**src/hdl/b64d_pkg.sv**
```systemverilog
package b64d_pkg;

  // Output queue between the front and the back.
  localparam int QDEPTH = 4;
  localparam int QPTR_W = $clog2(QDEPTH);
  localparam int QCNT_W = $clog2(QDEPTH + 1);

  // Character codes.
  localparam logic [7:0] CH_HIGH_BIT = 8'h80;
  localparam logic [7:0] CH_PAD      = 8'h3D;
  localparam logic [7:0] CH_NUL      = 8'h00;
  localparam logic [7:0] CH_TAB      = 8'h09;
  localparam logic [7:0] CH_LF       = 8'h0A;
  localparam logic [7:0] CH_CR       = 8'h0D;
  localparam logic [7:0] CH_SPACE    = 8'h20;
  localparam logic [7:0] CH_PLUS     = 8'h2B;
  localparam logic [7:0] CH_SLASH    = 8'h2F;
  localparam logic [7:0] CH_DIGIT_0  = 8'h30;
  localparam logic [7:0] CH_DIGIT_9  = 8'h39;
  localparam logic [7:0] CH_UPPER_A  = 8'h41;
  localparam logic [7:0] CH_UPPER_Z  = 8'h5A;
  localparam logic [7:0] CH_LOWER_A  = 8'h61;
  localparam logic [7:0] CH_LOWER_Z  = 8'h7A;

  // Sextet offsets of the alphabet ranges.
  localparam logic [5:0] SX_LOWER_BASE = 6'd26;
  localparam logic [5:0] SX_DIGIT_BASE = 6'd52;
  localparam logic [5:0] SX_PLUS       = 6'd62;
  localparam logic [5:0] SX_SLASH      = 6'd63;

  // Masks for the leftover bits ahead of a pad.
  localparam logic [3:0] LEFT_MASK_2PAD = 4'hF;
  localparam logic [1:0] LEFT_MASK_1PAD = 2'h3;

  // Group positions.
  localparam logic [1:0] POS_FIRST  = 2'd0;
  localparam logic [1:0] POS_SECOND = 2'd1;
  localparam logic [1:0] POS_THIRD  = 2'd2;
  localparam logic [1:0] POS_FOURTH = 2'd3;

  // Byte counts of one queue entry.
  localparam logic [1:0] NB_NONE  = 2'd0;
  localparam logic [1:0] NB_ONE   = 2'd1;
  localparam logic [1:0] NB_TWO   = 2'd2;
  localparam logic [1:0] NB_THREE = 2'd3;

  typedef struct packed {
    logic       bad;
    logic [5:0] val;
  } sym_t;

  // One queue entry: the results caused by one input item.
  typedef struct packed {
    logic [2:0][7:0] bytes;
    logic [1:0]      nbytes;
    logic            has_end;
    logic            bad;
  } qentry_t;

  // Map a character to its sextet, or flag it as outside the alphabet.
  function automatic sym_t sym_decode(input logic [7:0] c);
    sym_t s;
    s.bad = 1'b0;
    s.val = '0;
    if ((c & CH_HIGH_BIT) != 8'h00) begin
      s.bad = 1'b1;
    end else if (c inside {[CH_UPPER_A:CH_UPPER_Z]}) begin
      s.val = 6'(c - CH_UPPER_A);
    end else if (c inside {[CH_LOWER_A:CH_LOWER_Z]}) begin
      s.val = 6'(c - CH_LOWER_A) + SX_LOWER_BASE;
    end else if (c inside {[CH_DIGIT_0:CH_DIGIT_9]}) begin
      s.val = 6'(c - CH_DIGIT_0) + SX_DIGIT_BASE;
    end else if (c == CH_PLUS) begin
      s.val = SX_PLUS;
    end else if (c == CH_SLASH) begin
      s.val = SX_SLASH;
    end else begin
      s.bad = 1'b1;
    end
    return s;
  endfunction

endpackage

```
**src/hdl/b64d_front.sv**
```systemverilog
module b64d_front import b64d_pkg::*; (
  input  logic       clk,
  input  logic       rst_n,
  input  logic       in_valid,
  output logic       in_ready,
  input  logic [7:0] in_ch,
  input  logic       in_end_of_text,
  input  logic       q_full,
  output logic       q_push,
  output qentry_t    q_entry
);

  logic [1:0]  group_pos_r, group_pos_nxt;
  logic [17:0] sextets_r, sextets_nxt;
  logic        pad_at_third_r, pad_at_third_nxt;
  logic        closed_r, closed_nxt;
  logic        failed_r, failed_nxt;

  logic        accept;
  logic        is_space;
  logic        is_pad;
  logic        take;
  sym_t        sym;
  logic [1:0]  nbytes;
  logic        fail_final;
  logic [5:0]  s1, s2, s3;

  assign in_ready = !q_full;
  assign accept   = in_valid && in_ready;

  // Classify the character.
  assign sym      = sym_decode(in_ch);
  assign is_pad   = (in_ch == CH_PAD);
  assign is_space = in_ch inside {CH_LF, CH_CR, CH_SPACE, CH_TAB, CH_NUL};
  assign take     = !failed_r && !is_space;

  assign s1 = sextets_r[17:12];
  assign s2 = sextets_r[11:6];
  assign s3 = sextets_r[5:0];

  // Group decoding and error checks.
  always_comb begin
    group_pos_nxt    = group_pos_r;
    sextets_nxt      = sextets_r;
    pad_at_third_nxt = pad_at_third_r;
    closed_nxt       = closed_r;
    failed_nxt       = failed_r;
    nbytes           = NB_NONE;
    if (take) begin
      if ((sym.bad && !is_pad) || closed_r) begin
        failed_nxt = 1'b1;
      end else begin
        case (group_pos_r)
          POS_FIRST: begin
            if (is_pad) begin
              failed_nxt = 1'b1;
            end else begin
              sextets_nxt   = {sym.val, 12'h000};
              group_pos_nxt = POS_SECOND;
            end
          end
          POS_SECOND: begin
            if (is_pad) begin
              failed_nxt = 1'b1;
            end else begin
              sextets_nxt[11:6] = sym.val;
              group_pos_nxt     = POS_THIRD;
            end
          end
          POS_THIRD: begin
            if (is_pad) begin
              if ((s2[3:0] & LEFT_MASK_2PAD) != 4'h0) begin
                failed_nxt = 1'b1;
              end else begin
                pad_at_third_nxt = 1'b1;
                group_pos_nxt    = POS_FOURTH;
              end
            end else begin
              sextets_nxt[5:0] = sym.val;
              group_pos_nxt    = POS_FOURTH;
            end
          end
          default: begin
            group_pos_nxt = POS_FIRST;
            if (pad_at_third_r) begin
              if (!is_pad) begin
                failed_nxt = 1'b1;
              end else begin
                pad_at_third_nxt = 1'b0;
                closed_nxt       = 1'b1;
                nbytes           = NB_ONE;
              end
            end else if (is_pad) begin
              if ((s3[1:0] & LEFT_MASK_1PAD) != 2'h0) begin
                failed_nxt = 1'b1;
              end else begin
                closed_nxt = 1'b1;
                nbytes     = NB_TWO;
              end
            end else begin
              nbytes = NB_THREE;
            end
          end
        endcase
      end
    end
    fail_final = failed_nxt || (group_pos_nxt != POS_FIRST);
    // The final character closes the stream and clears all state.
    if (in_end_of_text) begin
      group_pos_nxt    = POS_FIRST;
      sextets_nxt      = '0;
      pad_at_third_nxt = 1'b0;
      closed_nxt       = 1'b0;
      failed_nxt       = 1'b0;
    end
  end

  // Entry for the queue.
  always_comb begin
    q_entry.bytes[0] = {s1, s2[5:4]};
    q_entry.bytes[1] = {s2[3:0], s3[5:2]};
    q_entry.bytes[2] = {s3[1:0], sym.val};
    q_entry.nbytes   = nbytes;
    q_entry.has_end  = in_end_of_text;
    q_entry.bad      = in_end_of_text && fail_final;
  end

  assign q_push = accept && ((nbytes != NB_NONE) || in_end_of_text);

  // State registers.
  always_ff @(posedge clk) begin
    if (!rst_n) begin
      group_pos_r    <= POS_FIRST;
      sextets_r      <= '0;
      pad_at_third_r <= 1'b0;
      closed_r       <= 1'b0;
      failed_r       <= 1'b0;
    end else if (accept) begin
      group_pos_r    <= group_pos_nxt;
      sextets_r      <= sextets_nxt;
      pad_at_third_r <= pad_at_third_nxt;
      closed_r       <= closed_nxt;
      failed_r       <= failed_nxt;
    end
  end

endmodule

```
**src/hdl/b64d_queue.sv**
```systemverilog
module b64d_queue import b64d_pkg::*; (
  input  logic    clk,
  input  logic    rst_n,
  input  logic    push,
  input  qentry_t wr_entry,
  input  logic    pop,
  output qentry_t rd_entry,
  output logic    full,
  output logic    empty
);

  qentry_t            mem_r [QDEPTH];
  logic [QPTR_W-1:0]  wr_ptr_r, wr_ptr_nxt;
  logic [QPTR_W-1:0]  rd_ptr_r, rd_ptr_nxt;
  logic [QCNT_W-1:0]  count_r, count_nxt;

  assign full     = (count_r == QCNT_W'(QDEPTH));
  assign empty    = (count_r == '0);
  assign rd_entry = mem_r[rd_ptr_r];

  // Pointer and fill count update.
  always_comb begin
    wr_ptr_nxt = wr_ptr_r;
    rd_ptr_nxt = rd_ptr_r;
    count_nxt  = count_r;
    if (push) begin
      wr_ptr_nxt = (wr_ptr_r == QPTR_W'(QDEPTH - 1)) ? '0 : wr_ptr_r + 1'b1;
    end
    if (pop) begin
      rd_ptr_nxt = (rd_ptr_r == QPTR_W'(QDEPTH - 1)) ? '0 : rd_ptr_r + 1'b1;
    end
    if (push && !pop) begin
      count_nxt = count_r + 1'b1;
    end else if (pop && !push) begin
      count_nxt = count_r - 1'b1;
    end
  end

  always_ff @(posedge clk) begin
    if (!rst_n) begin
      wr_ptr_r <= '0;
      rd_ptr_r <= '0;
      count_r  <= '0;
    end else begin
      wr_ptr_r <= wr_ptr_nxt;
      rd_ptr_r <= rd_ptr_nxt;
      count_r  <= count_nxt;
    end
  end

  // Entry storage needs no reset.
  always_ff @(posedge clk) begin
    if (push) begin
      mem_r[wr_ptr_r] <= wr_entry;
    end
  end

`ifndef SYNTHESIS
  a_no_push_full: assert property (@(posedge clk) disable iff (!rst_n) !(push && full))
    else $error("Queue written while full.");
  a_no_pop_empty: assert property (@(posedge clk) disable iff (!rst_n) !(pop && empty))
    else $error("Queue read while empty.");
  a_entry_nonempty: assert property (@(posedge clk) disable iff (!rst_n)
    push |-> (wr_entry.nbytes != NB_NONE || wr_entry.has_end))
    else $error("Queue entry carries no result.");
  a_count_step: assert property (@(posedge clk) disable iff (!rst_n)
    (push && !pop) |=> (count_r == $past(count_r) + 1'b1))
    else $error("Fill count did not advance on a write.");
`endif

endmodule

```
**src/hdl/b64d_back.sv**
```systemverilog
module b64d_back import b64d_pkg::*; (
  input  logic       clk,
  input  logic       rst_n,
  input  qentry_t    q_entry,
  input  logic       q_empty,
  output logic       q_pop,
  output logic       out_valid,
  input  logic       out_ready,
  output logic [7:0] out_data,
  output logic       out_is_end,
  output logic       out_bad_input
);

  qentry_t    work_r, work_nxt;
  logic       work_valid_r, work_valid_nxt;
  logic [1:0] idx_r, idx_nxt;
  logic [2:0] total;
  logic       last;
  logic       done;
  logic       is_status;

  // Position within the current entry: bytes first, then the status.
  assign total     = {1'b0, work_r.nbytes} + {2'b00, work_r.has_end};
  assign last      = ({1'b0, idx_r} == (total - 3'd1));
  assign is_status = (idx_r >= work_r.nbytes);
  assign done      = !work_valid_r || (out_ready && last);
  assign q_pop     = done && !q_empty;

  assign out_valid     = work_valid_r;
  assign out_is_end    = is_status;
  assign out_bad_input = is_status && work_r.bad;

  // Byte selection.
  always_comb begin
    case (idx_r)
      2'd0:    out_data = work_r.bytes[0];
      2'd1:    out_data = work_r.bytes[1];
      2'd2:    out_data = work_r.bytes[2];
      default: out_data = 8'h00;
    endcase
    if (is_status) begin
      out_data = 8'h00;
    end
  end

  // Load the next entry once the current one is drained.
  always_comb begin
    work_nxt       = work_r;
    work_valid_nxt = work_valid_r;
    idx_nxt        = idx_r;
    if (done) begin
      work_valid_nxt = !q_empty;
      work_nxt       = q_entry;
      idx_nxt        = '0;
    end else if (out_ready) begin
      idx_nxt = idx_r + 1'b1;
    end
  end

  always_ff @(posedge clk) begin
    if (!rst_n) begin
      work_valid_r <= 1'b0;
      idx_r        <= '0;
    end else begin
      work_valid_r <= work_valid_nxt;
      idx_r        <= idx_nxt;
    end
  end

  always_ff @(posedge clk) begin
    work_r <= work_nxt;
  end

`ifndef SYNTHESIS
  a_status_zero_data: assert property (@(posedge clk) disable iff (!rst_n)
    (out_valid && out_is_end) |-> (out_data == 8'h00))
    else $error("Status item carries nonzero data.");
  a_bad_on_status: assert property (@(posedge clk) disable iff (!rst_n)
    (out_valid && out_bad_input) |-> out_is_end)
    else $error("Error flag on a byte item.");
  a_idx_in_range: assert property (@(posedge clk) disable iff (!rst_n)
    out_valid |-> ({1'b0, idx_r} < total))
    else $error("Result index past the end of the entry.");
`endif

endmodule

```
**src/hdl/base64_stream_decoder.sv**
```systemverilog
// Channel | Direction | Ports                                   | Handshake
// input   | in        | in_ch, in_end_of_text                   | in_valid / in_ready
// result  | out       | out_data, out_is_end, out_bad_input     | out_valid / out_ready
//
// The front decodes one character per cycle; in_ready is low only while the
// four-entry queue is full. The back sends one result item per cycle while
// out_ready is high, so a character that completes a group yields up to four
// result items (three bytes and a status). Results pass through the queue and
// the back's work register. Reset is synchronous on rst_n and empties the queue
// and clears the group state. Either side may stall without losing or repeating items.
module base64_stream_decoder import b64d_pkg::*; (
  input  logic       clk,
  input  logic       rst_n,
  input  logic       in_valid,
  output logic       in_ready,
  input  logic [7:0] in_ch,
  input  logic       in_end_of_text,
  output logic       out_valid,
  input  logic       out_ready,
  output logic [7:0] out_data,
  output logic       out_is_end,
  output logic       out_bad_input
);

  logic    q_full;
  logic    q_empty;
  logic    q_push;
  logic    q_pop;
  qentry_t q_wr_entry;
  qentry_t q_rd_entry;

  // Character decoding and group state.
  b64d_front u_front (
    .clk            (clk),
    .rst_n          (rst_n),
    .in_valid       (in_valid),
    .in_ready       (in_ready),
    .in_ch          (in_ch),
    .in_end_of_text (in_end_of_text),
    .q_full         (q_full),
    .q_push         (q_push),
    .q_entry        (q_wr_entry)
  );

  // Queue of per-character result groups.
  b64d_queue u_queue (
    .clk      (clk),
    .rst_n    (rst_n),
    .push     (q_push),
    .wr_entry (q_wr_entry),
    .pop      (q_pop),
    .rd_entry (q_rd_entry),
    .full     (q_full),
    .empty    (q_empty)
  );

  // Serializer onto the result channel.
  b64d_back u_back (
    .clk           (clk),
    .rst_n         (rst_n),
    .q_entry       (q_rd_entry),
    .q_empty       (q_empty),
    .q_pop         (q_pop),
    .out_valid     (out_valid),
    .out_ready     (out_ready),
    .out_data      (out_data),
    .out_is_end    (out_is_end),
    .out_bad_input (out_bad_input)
  );

endmodule
```
**config.mk**
```make
export PLATFORM = sky130hd
export DESIGN_NAME = base64_stream_decoder
export DESIGN_NICKNAME = d
export VERILOG_FILES = /design/src/hdl/b64d_pkg.sv /design/src/hdl/b64d_front.sv /design/src/hdl/b64d_queue.sv /design/src/hdl/b64d_back.sv /design/src/hdl/base64_stream_decoder.sv
export SDC_FILE = /design/constraint.sdc
export NUM_CORES = 1
export LEC_CHECK = 0
export ABC_AREA = 1
export BUFFER_PORTS_ARGS = -buffer_cell sky130_fd_sc_hd__buf_2
export CAP_MARGIN = 20
export CORE_MARGIN = 2
export CORE_UTILIZATION = 40
export DETAILED_ROUTE_END_ITERATION = 6
export GPL_TIMING_DRIVEN = 0
export HOLD_SLACK_MARGIN = 0.12
export PLACE_DENSITY = 0.67
export SLEW_MARGIN = 5
export SYNTH_ARGS = -nofsm -noshare
export SYNTH_HDL_FRONTEND = slang
export SYNTH_SLANG_ARGS = --single-unit
export TNS_END_PERCENT = 20
```
**constraint.sdc**
```tcl
create_clock -name clk -period 9.35 [get_ports clk]
set_input_delay 1.87 -clock clk [delete_from_list [all_inputs] [get_ports clk]]
set_output_delay 1.87 -clock clk [all_outputs]
set_load 0.05 [all_outputs]
```
* After elaboration in Yosys (flattened, before gate mapping)
Memories as Yosys holds them, arrays and structs flattened. A register that Yosys moved wholly into a read port is not among the register bits.
Cells that the tools add are included.
** Operators by class
- Shift operators :: 0
- Add/subtract/negate cells :: 12
- Bitwise operators :: 1
- Reductions and logical operators :: 48
- Eq/ne operators :: 25
- Multiplexer cells :: 70
- Multipliers :: 0
- Div/mod/pow operators :: 0
- Order comparisons :: 7
** Operators by type and width (number)
- two-way mux 18 bit :: 4
- two-way mux 6 bit :: 8
- two-way mux 1 bit :: 34
- == test 8 x 6 -> 1 bit (second input constant) :: 4
- two-way mux 2 bit :: 15
- == test 8 x 4 -> 1 bit (second input constant) :: 3
- case mux 6 bit (2 select lines) :: 2
- case mux 8 bit (3 select lines) :: 1
- AND reduction 6 bit :: 4
- greater-or-equal comparator 8 x 7 -> 1 bit (second input constant) :: 2
- less-or-equal comparator 8 x 7 -> 1 bit (second input constant) :: 2
- nonzero test 2 bit :: 7
- logical AND 1 bit :: 13
- != test 3 bit (second input constant) :: 4
- subtractor 6 bit (second input constant) :: 2
- == test 2 bit (second input constant) :: 4
- greater-or-equal comparator 8 x 6 -> 1 bit (second input constant) :: 1
- less-or-equal comparator 8 x 6 -> 1 bit (second input constant) :: 1
- logical NOT 1 bit :: 8
- logical NOT 8 bit :: 1
- two-way mux 8 bit :: 1
- adder 2 x 1 -> 2 bit (second input constant) :: 3
- adder 6 x 5 -> 6 bit (second input constant) :: 1
- adder 6 bit (second input constant) :: 1
- other kinds (24) :: 37
** Word-level totals
- Input bits :: 13
- Word-level logic and storage cells :: 176
- Bits in latches :: 0
- Output and inout bits :: 12
- Memories kept :: 1
- Bits in read-only memories :: 0
- Register bits after elaboration :: 33
- RAM bits :: 112
** Memory list
- u_queue.mem_r :: depth 4, bits a word 28, rd ports 1, clocked after memory_dff 1, wr ports 1, line b64d_queue.sv:12 : qentry_t mem_r [QDEPTH];

* Depth between registers and ports, before layout
Gate-level depths: netlist of the first run.
- Depth in word-level cells :: 18
- Gate-level depth with buffers :: 21

* Cells and area by module
A second synthesis of the first run with hierarchy kept.
** Unflattened totals
- Cells, all modules :: 797
- Area, all modules :: 8052.7 um2
** By module, submodules not included
- b64d_queue :: cells each 330, instances 1, area an instance 4614.4 um2, sequential area each 3543.4 um2
- b64d_front :: cells each 351, instances 1, area an instance 2098.3 um2, sequential area each 460.4 um2
- b64d_back :: cells each 116, instances 1, area an instance 1340.0 um2, sequential area each 900.9 um2

* Least setup slack after synthesis of the first run
No wires, ideal clock.
- Path kind :: in2reg
- From :: input out_ready
- To :: register u_queue.count_r[1]
- Path slack :: 4019 ps
- Cell stages on the path :: 8
- Path buffers :: 0
- Arrival time :: 5210 ps
- Cell sequence :: inv_1 -> o41ai_2 -> o31ai_1 -> ha_1 -> inv_1 -> fa_1 -> o21ai_0 -> a21oi_1
** On the way
- Cells in the longest elaborated chain, start to end :: 6
- Elaborated cells on any way between the ends :: 8
- Those cells by class :: 1 x mux; 7 x reduce/logical
** Ends and longest elaborated chain
- start, declared :: line base64_stream_decoder.sv:19 : input logic out_ready,
- logical AND 1 bit :: line b64d_back.sv:26 : assign done = !work_valid_r || (out_ready && last);
- logical OR 1 bit :: line b64d_back.sv:26
- named net u_back.done :: line b64d_back.sv:19 : logic done;
- logical AND 1 bit :: line b64d_back.sv:27 : assign q_pop = done && !q_empty;
- logical NOT 1 bit :: line b64d_queue.sv:32 : if (push && !pop) begin
- logical AND 1 bit :: line b64d_queue.sv:32
- two-way mux 3 bit :: line b64d_queue.sv:32
- named net u_queue.count_nxt[1] :: line b64d_queue.sv:15 : logic [QCNT_W-1:0] count_r, count_nxt;
- end signal, assigned :: line b64d_queue.sv:47 : count_r <= count_nxt;
- end, declared :: line b64d_queue.sv:15
The timed path passes the listed nets, and every way through them passes these cells.
A chain may end at the register's enable or synchronous reset.

* Final worst setup path of the first run
- From :: input in_ch[1]
- To :: register u_queue.count_r[2]
** On the way
- Cells in the longest elaborated chain, start to end :: 17
- Elaborated cells on any way between the ends :: 43
- Those cells by class :: 6 x order compare; 7 x eq/ne; 13 x mux; 17 x reduce/logical
** Ends and longest elaborated chain
- start, declared :: line base64_stream_decoder.sv:16 : input logic [7:0] in_ch,
- parallel branches: the longest is 10 deep, another holds greater-or-equal comparator 8 x 6 -> 1 bit
- two-way mux 2 bit (*) :: line b64d_front.sv:49 : if (take) begin
- nonzero test 2 bit (*) :: line b64d_front.sv:128 : assign q_push = accept && ((nbytes != NB_NONE) || in_end_of_text);
- logical OR 1 bit (*) :: line b64d_front.sv:128
- logical AND 1 bit (*) :: line b64d_front.sv:128
- named net q_push :: line base64_stream_decoder.sv:27 : logic q_push;
- logical NOT 1 bit :: line b64d_queue.sv:34 : end else if (pop && !push) begin
- logical AND 1 bit :: line b64d_queue.sv:34
- nonzero test 2 bit (no source line)
Mark *: on every way through the listed nets, which the timed path passes.

==> out/qor.csv, run 1 <==
stage,metric,value,unit
timing,Final min period,4881,ps
worst_hold_path,hold crit path type,register to register,
clock_tree,# H-tree levels,4,
yosys,Ys Warns,0,
global_route,largest net degree at the start of global routing,29,
route,DRT Pass-1 Iters,5,
route,Post-Route WL,17.49,mm
floorplan,die height,144.2,um
worst_setup_path,CP startpoint,in_ch[1],
place,PortBufs,21,
global_route,first-pass GRT wire length,27.52,mm
worst_setup_path,most frequent CP cell,inv_1,
outcome,status,"complete, no violations",
clock_tree,CTS resizes,0,
yosys,register area share after synthesis,61.91,%
timing,Final Hold Vio Count,0,
worst_hold_path,Hold EP,u_queue.count_r[2],
global_route,antenna violations before repair,0,
worst_setup_path,CP Cell Sequence,buf_2 > inv_1 > ha_1 > nand2_1 > nor2_4 > inv_2 > ha_1 > inv_1 > nor2_1 > nand4_1 > nand3_1 > nand2_1 > inv_1 > ha_1 > inv_1 > fa_1 > nor2_1 > nor2_1 > nand2_1 > o21ai_0 > a21oi_1,
worst_hold_path,Worst Hold Path Cells,2,
clock_tree,"Reg clk slew, reported paths",60,ps
final_layout,Total Nets Final,846,
worst_setup_path,FF-to-FF Start,u_back.work_r[2],
final_layout,"commonest cells after routing, fill and taps aside","140 x edfxtp_1, 118 x nand2_1, 97 x nor2_1",
timing,highest clock rate,0.2049,GHz
timing,Layout Skew,10.76,ps
place,post-placement cell area,0.008437,mm2
worst_setup_path,Critical Path End Type,register,
yosys,Yosys cell types,44,
worst_setup_path,CP peak stage delay,430,ps
worst_hold_path,hold_sp,u_queue.count_r[2],
place,pre-CTS setup slack,4079,ps
clock_tree,Clock Latency Late Sink,430,ps
clock_tree,Max Buffers Root-to-Sink,2,
final_layout,Diodes inserted,0,
yosys,synthesized cell area,0.007858,mm2
worst_setup_path,worst reg2reg path endpoint,u_queue.count_r[1],
power_and_ir_drop,Max VDD drop,0.1474,mV
global_route,GRT Util Overall,17.79,%
timing,setup violators final,0,
clock_tree,CTS Buf Count,17,
global_route,vias in the first global route,5121,
clock_tree,Clock Root Buffer,clkbuf_16,
final_layout,post-layout instance area,0.009056,mm2
place,placed wire-length estimate,12.36,mm
route,via count,5418,
timing,Worst slew margin,37.61,%
timing,Final Max Slew Viols,0,
place,Final GP Congestion,0.9261,
floorplan,I/O pin total,25,
worst_setup_path,Crit Path Max Fanout,8,
timing,Slew @ Worst Pin,928.0,ps
worst_setup_path,WP data arrival,5240,ps
timing,RSZ-0062 raised after global routing,no,
route,post-route ant nets,0,
timing,Final period util,52.21,%
final_layout,"most common cell after layout, fill and taps aside",edfxtp_1,
worst_setup_path,CP max-delay cell,fa_1,
route,# DRC,0,
worst_setup_path,R2R depth,13,
power_and_ir_drop,Static Leak,3.477,nW
route,wire per inst,16.14,um
clock_tree,CTS sink cnt,173,
clock_tree,postcts setup bufs,0,
yosys,Cells after Synth,761,
timing,setup ws final,4469,ps
yosys,Yosys reg bits,173,
floorplan,area of the die,0.02078,mm2
route,Vias/cell,4.998,
floorplan,Cell Rows,51,
power_and_ir_drop,PD cells,279.5,mW/mm2
worst_setup_path,Worst setup SP type,primary input,
final_layout,fraction of layout cells with a size suffix above 1,11.97,%
yosys,syn nets,801,
floorplan,Die Wd,144.2,um
run,Max Cap Viol,0,
timing,post-route setup TNS,0,ps
floorplan,CORE AREA,0.01940,mm2
worst_setup_path,kind of critical path,primary input to register,
yosys,Synth Area per Inst,10.33,um2
route,number of DRC markers in iteration 0,587,
global_route,global route overflow,0,
clock_tree,CTS tree,done,
floorplan,initial core utilization,40.51,%
power_and_ir_drop,Power Total,2.532,mW
worst_setup_path,Critical Path RT,9710,ps
worst_setup_path,"setup slack, reg-to-reg",6250,ps
final_layout,layout overhead on the synthesized area,15.25,%
clock_tree,Hold Buf Count CTS,0,
==> synth_stat cells, drive strengths merged <==
library cell / n / share of area (%)
a211oi: 2 / 0.19
a21oi: 39 / 2.5
a22oi: 1 / 0.096
a31oi: 8 / 0.64
and2: 1 / 0.080
buf: 8 / 0.64
clkbuf: 23 / 1.1
clkinv: 1 / 0.048
dfxtp: 33 / 8.4
edfxtp: 140 / 54
fa: 1 / 0.25
ha: 26 / 4.1
inv: 67 / 3.2
nand2: 126 / 6.4
nand3: 27 / 1.8
nand3b: 2 / 0.19
nand4: 13 / 1.2
nor2: 108 / 5.4
nor3: 14 / 1.1
o211ai: 1 / 0.096
o21a: 3 / 0.29
o21ai: 76 / 4.8
o221ai: 1 / 0.11
o22ai: 28 / 2.2
o31ai: 1 / 0.096
o41ai: 1 / 0.21
or2: 3 / 0.24
xnor2: 1 / 0.11
xor2: 6 / 0.67
==> power by group <==
group / internal (mW) / switching (mW)
Combinational: 0.212 / 0.548
Clock: 0.454 / 0.271
Sequential: 0.990 / 0.0573
Total: 1.66 / 0.876
==> state kept, by name (all words and copies together), names as in the netlist <==
signal and cells:
u_queue.mem_r 112, u_back.work_r 28, u_front.sextets_r 18, u_queue.count_r 3, u_back.idx_r 2, u_front.group_pos_r 2, u_queue.rd_ptr_r 2, u_queue.wr_ptr_r 2
u_back.out_valid 1, u_front.closed_r 1, u_front.failed_r 1, u_front.pad_at_third_r 1
==> worst max-delay path by stage <==
| stage | endpoint | cells past startpoint |
|---|---|---|
| floorplan | u_queue.count_r[1] | 8 |
| finish | u_queue.count_r[2] | 21 |
| global route | u_queue.count_r[2] | 21 |
| detailed placement | u_queue.count_r[2] | 21 |
| global placement | u_queue.count_r[1] | 9 |
| CTS | u_queue.count_r[2] | 21 |
==> metrics by stage <==
step / util, % / hold WS [ps] / std cells
after floorplan: - / 452.2 / 761
after global placement: 42.76 / 479.6 / 1047
after detailed placement: 43.49 / 482.0 / 1052
after CTS: 46.68 / 492.9 / 1084
after global routing: 46.68 / 520.5 / 1084
final: 46.68 / 493.2 / 1084
==> kinds of logic after synthesis <==
kind of cell               count (synthesis)  share of synthesized area [%]
and+or+nand+nor                          294                          16.58
AOI/OAI and AO/OA                        161                          11.32
buffers and inverters                     99                          5.016
DFF                                      173                          61.91
adders and majority gates                 27                          4.395
xor gates and xnor gates                   7                         0.7803
==> layout make-up <==
type | count | area (um2)
clock buffers | 28 | 549.3
clock inverters | 4 | 70.07
inverters | 68 | 257.7
fillers | 1819 | 10340
multi-input cells | 489 | 2640
well taps | 265 | 331.6
repair buffers | 26 | 206.4
plain buffers | 31 | 136.4
flip-flops and latches | 173 | 4865
==> metal layers <==
metal	share of wire, %	vias to the layer above	GRT usage, %
met4	1.2	0	6.081
met1	46	2521	23.60
met2	49	146	29.85
met3	3.9	14	2.881
li1	-	2737	-
met5	0	-	0
==> critical path: cells and delay by family <==
family                     cells  cell delay [ps]
AOI/OAI and AO/OA              2              210
adders and majority gates      4             1070
buffers and inverters          6              640
and+or+nand+nor                9             1440
(Power assumes the default switching activity.)
==> run 2: changes to the inputs <==
--- a/config.mk
+++ b/config.mk
@@ -5,7 +5,7 @@
 export SDC_FILE = /design/constraint.sdc
 export NUM_CORES = 1
 export LEC_CHECK = 0
-export ABC_AREA = 1
+export ABC_AREA = 0
 export BUFFER_PORTS_ARGS = -buffer_cell sky130_fd_sc_hd__buf_2
 export CAP_MARGIN = 20
 export CORE_MARGIN = 2
==> constraint.sdc (replaced) <==
create_clock -name clk -period 5.11 [get_ports clk]
set_input_delay 1.022 -clock clk [delete_from_list [all_inputs] [get_ports clk]]
set_output_delay 1.022 -clock clk [all_outputs]
set_load 0.05 [all_outputs]
==> run 2 against run 1 <==
  * Cell count shrank 27%
  * Via count decreased by 19%
  * Largest power group unchanged
  * Sequential cell count unchanged
  * Wire length shrank 13%
  * Largest cell class unchanged
  * Non-clock buffer count decreased by 15
  * Synthesized cell count fell by 35%
  * Sequential share of layout area grew 2.6 points
  * Synthesized area down 3.9%
==> out/qor.csv, run 2 <==
stage,metric,value,unit,change
outcome,status,"complete, no violations",,
worst_setup_path,Critical Path End Type,register,,
place,placed wire-length estimate,10.43,mm,-16%
route,wire per inst,19.31,um,+20%
timing,Final period util,82.12,%,
global_route,global route overflow,0,,unchanged
final_layout,Total Nets Final,580,,-31%
final_layout,layout overhead on the synthesized area,14.43,%,
worst_setup_path,worst reg2reg path endpoint,u_queue.count_r[2],,
power_and_ir_drop,Static Leak,3.001,nW,-14%
timing,setup violators final,0,,unchanged
global_route,vias in the first global route,4345,,-15%
power_and_ir_drop,Max VDD drop,0.2780,mV,+89%
timing,Slew @ Worst Pin,989.8,ps,+61.81 ps
worst_setup_path,CP Cell Sequence,buf_2 > inv_1 > ha_1 > and3b_1 > or3_4 > a21oi_4 > o21ai_4 > o41a_1 > inv_2 > ha_1 > inv_1 > fa_1 > xor2_1 > or3_1 > a21boi_0,,
power_and_ir_drop,sequential cell fraction of total power,43.2,%,+1.8 points
timing,Final Max Slew Viols,0,,unchanged
final_layout,Largest register FFs,112,,unchanged
worst_setup_path,CP peak stage delay,430,ps,about the same
clock_tree,CTS Buf Count,17,,unchanged
yosys,Yosys reg bits,173,,unchanged
floorplan,I/O pin total,25,,unchanged
global_route,largest net degree at the start of global routing,29,,unchanged
route,Post-Route WL,15.20,mm,-13%
yosys,Yosys cell types,64,,+45%
floorplan,area of the die,0.01999,mm2,-3.8%
worst_setup_path,Critical Path RT,5450,ps,-4260 ps
clock_tree,Clock Root Buffer,clkbuf_16,,
yosys,register area share after synthesis,64.43,%,+2.5 points
timing,Layout Skew,11.66,ps,+0.8960 ps
yosys,Synth area leader,edfxtp_1,,
final_layout,"commonest cells after routing, fill and taps aside","140 x edfxtp_1, 33 x dfxtp_1, 31 x nor2_1",,
worst_setup_path,cell family with most CP delay,compound AO/OA/AOI/OAI gates,,
power_and_ir_drop,Clock power frac,31.9,%,+3.3 points
timing,setup ws final,913.6,ps,-3555 ps
timing,Final min period,4196,ps,
worst_setup_path,WP data arrival,4540,ps,-700 ps
floorplan,die height,141.4,um,-1.9%
worst_setup_path,Worst setup SP type,primary input,,
power_and_ir_drop,Sw Share,30.22,%,-4.4 points
yosys,synth top area cells,"edfxtp_1 56%, dfxtp_1 8.8%, mux4_2 8.4%",,
floorplan,initial core utilization,40.50,%,about the same
clock_tree,postcts setup bufs,0,,unchanged
clock_tree,Max Buffers Root-to-Sink,2,,unchanged
yosys,ys async rst share,0,%,unchanged
clock_tree,Clock Latency Late Sink,420,ps,about the same
global_route,antenna violations before repair,0,,unchanged
power_and_ir_drop,Switching Power,1.282,mW,+46%
clock_tree,"Reg clk slew, reported paths",60,ps,about the same
yosys,syn nets,537,,-33%
yosys,Ys Warns,0,,unchanged
clock_tree,# H-tree levels,4,,unchanged
yosys,top-area cell type share of the netlist area,55.68,%,+2.2 points
place,Final GP Congestion,0.8472,,-8.5%
route,number of DRC markers in iteration 0,397,,-32%
route,via count,4368,,-19%
worst_setup_path,FF-to-FF Start,u_back.work_r[2],,
route,post-route ant nets,0,,unchanged
clock_tree,CTS resizes,0,,unchanged
clock_tree,CTS tree,done,,
power_and_ir_drop,combinational fraction of design power,24.9,%,-5.1 points
final_layout,Largest Register,u_queue.mem_r,,
worst_hold_path,Worst Hold Path Cells,2,,unchanged
timing,RSZ-0062 raised after global routing,no,,
final_layout,fillers,1631,,-10%
final_layout,top flop regs,"u_queue.mem_r: 112 flops, u_back.work_r: 28 flops, u_front.sextets_r: 18 flops",,
route,DRT Pass-1 Iters,6,,+1
timing,Worst slew margin,34.02,%,-3.6 points
worst_setup_path,Crit Path Max Fanout,9,,+1
final_layout,Sequential cell area,0.004865,mm2,unchanged
worst_hold_path,hold crit path type,register to register,,
final_layout,Diodes inserted,0,,unchanged
global_route,GRT Util Overall,16.12,%,-1.7 points
yosys,Synth Area per Inst,15.19,um2,+47%
yosys,most common cell in the netlist,edfxtp_1,,
global_route,first-pass GRT wire length,23.90,mm,-13%
timing,post-route setup TNS,0,ps,unchanged
final_layout,multi-input logic area,0.002547,mm2,-3.5%
worst_hold_path,Hold EP,u_front.closed_r,,
floorplan,Cell Rows,50,,-2.0%
power_and_ir_drop,PD cells,490.8,mW/mm2,+76%
place,pre-CTS setup slack,483.8,ps,-3596 ps
worst_setup_path,kind of critical path,primary input to register,,
route,# DRC,0,,unchanged
final_layout,fraction of layout cells with a size suffix above 1,19.17,%,+7.2 points
final_layout,"most common cell after layout, fill and taps aside",edfxtp_1,,
yosys,Main synth FF type,edfxtp_1,,
place,PortBufs,22,,+4.8%
floorplan,CORE AREA,0.01864,mm2,-3.9%
floorplan,Die Wd,141.4,um,-1.9%
yosys,commonest cells in the netlist,"140 x edfxtp_1, 33 x dfxtp_1, 31 x nor2_1",,
yosys,Post-synth EDFFs,140,,unchanged
worst_setup_path,R2R depth,14,,+1
worst_setup_path,CP bufs+invs,4,,-2
clock_tree,Hold Buf Count CTS,0,,unchanged
timing,Final Hold Vio Count,0,,unchanged
run,Max Cap Viol,0,,unchanged
yosys,synthesized cell area,0.007550,mm2,-3.9%
worst_setup_path,"setup slack, reg-to-reg",1880,ps,-4370 ps
worst_hold_path,hold_sp,u_front.closed_r,,
clock_tree,CTS sink cnt,173,,unchanged
yosys,Cells after Synth,497,,-35%
power_and_ir_drop,P_int,2.959,mW,+79%
timing,highest clock rate,0.2383,GHz,
worst_setup_path,CP max-delay cell,fa_1,,
route,Vias/cell,5.550,,+11%
-- run 2: how the worst max path moves through the flow --
stage                          from                  to  cells after the start
final                      in_ch[0]  u_queue.count_r[2]                     15
after global routing       in_ch[1]  u_queue.count_r[2]                     17
after CTS                  in_ch[0]  u_queue.count_r[2]                     15
after detailed placement   in_ch[0]  u_queue.count_r[2]                     15
after global placement    out_ready  u_queue.count_r[2]                     12
after floorplan           out_ready  u_queue.count_r[2]                     11
-- run 2: area by class of cell --
type	count	share of cell area [%]
Buffer	18	0.8255
Multi-Input combinational cell	282	29.49
Clock buffer	17	4.924
Clock inverter	15	2.448
Inverter	24	1.043
Sequential cell	173	56.31
Timing Repair Buffer	24	1.579
Tap cell	234	3.389
-- run 2: worst register-to-register path, stage by stage, from the launching register on --
cell	delay, ps
edfxtp_1	360
inv_1	50
ha_1	170
ha_1	300
xnor2_1	160
o41ai_4	550
inv_1	120
nor2_1	290
inv_1	90
ha_1	220
inv_1	90
fa_1	190
xor2_1	80
or3_1	300
a21boi_0	190
-- run 2: metrics by stage --
stage	instance area, um2	util [%]	hold WS [ps]	std cells	total power, mW
floorplan	7557	-	429.3	497	2.619
global placement	7960	42.70	447.2	753	2.866
detailed placement	8003	42.93	472.6	755	2.926
CTS	8640	46.34	488.3	787	4.287
global route	8640	46.34	507.2	787	4.423
finish	8640	46.34	483.0	787	4.241
-- run 2: kinds of logic (layout without fill, tap and decap cells) --
group	after synthesis	in the layout	share of synthesized area [%]
simple gates	126	126	8.933
flops	173	173	64.43
xor+xnor	9	9	1.044
fa+ha+maj	27	27	4.574
buf+inv	42	98	2.138
mux	40	40	9.960
compound gates	80	80	8.917
-- run 2: routing by layer --
| layer | share of wire, % | GRT usage, % |
|---|---|---|
| met5 | 0 | 0 |
| met4 | 0.76 | 4.789 |
| met3 | 4.7 | 3.780 |
| met2 | 51 | 27.08 |
| met1 | 44 | 21.01 |
-- run 2: power by group through the flow --
stage          clock, mW  combinational [mW]  sequential, mW
2_1_floorplan          0               0.776            1.84
3_3_place_gp           0                1.01            1.86
3_5_place_dp           0                1.07            1.86
4_1_cts             1.38                1.08            1.83
5_1_grt             1.43                1.15            1.85
6_report            1.35                1.06            1.83
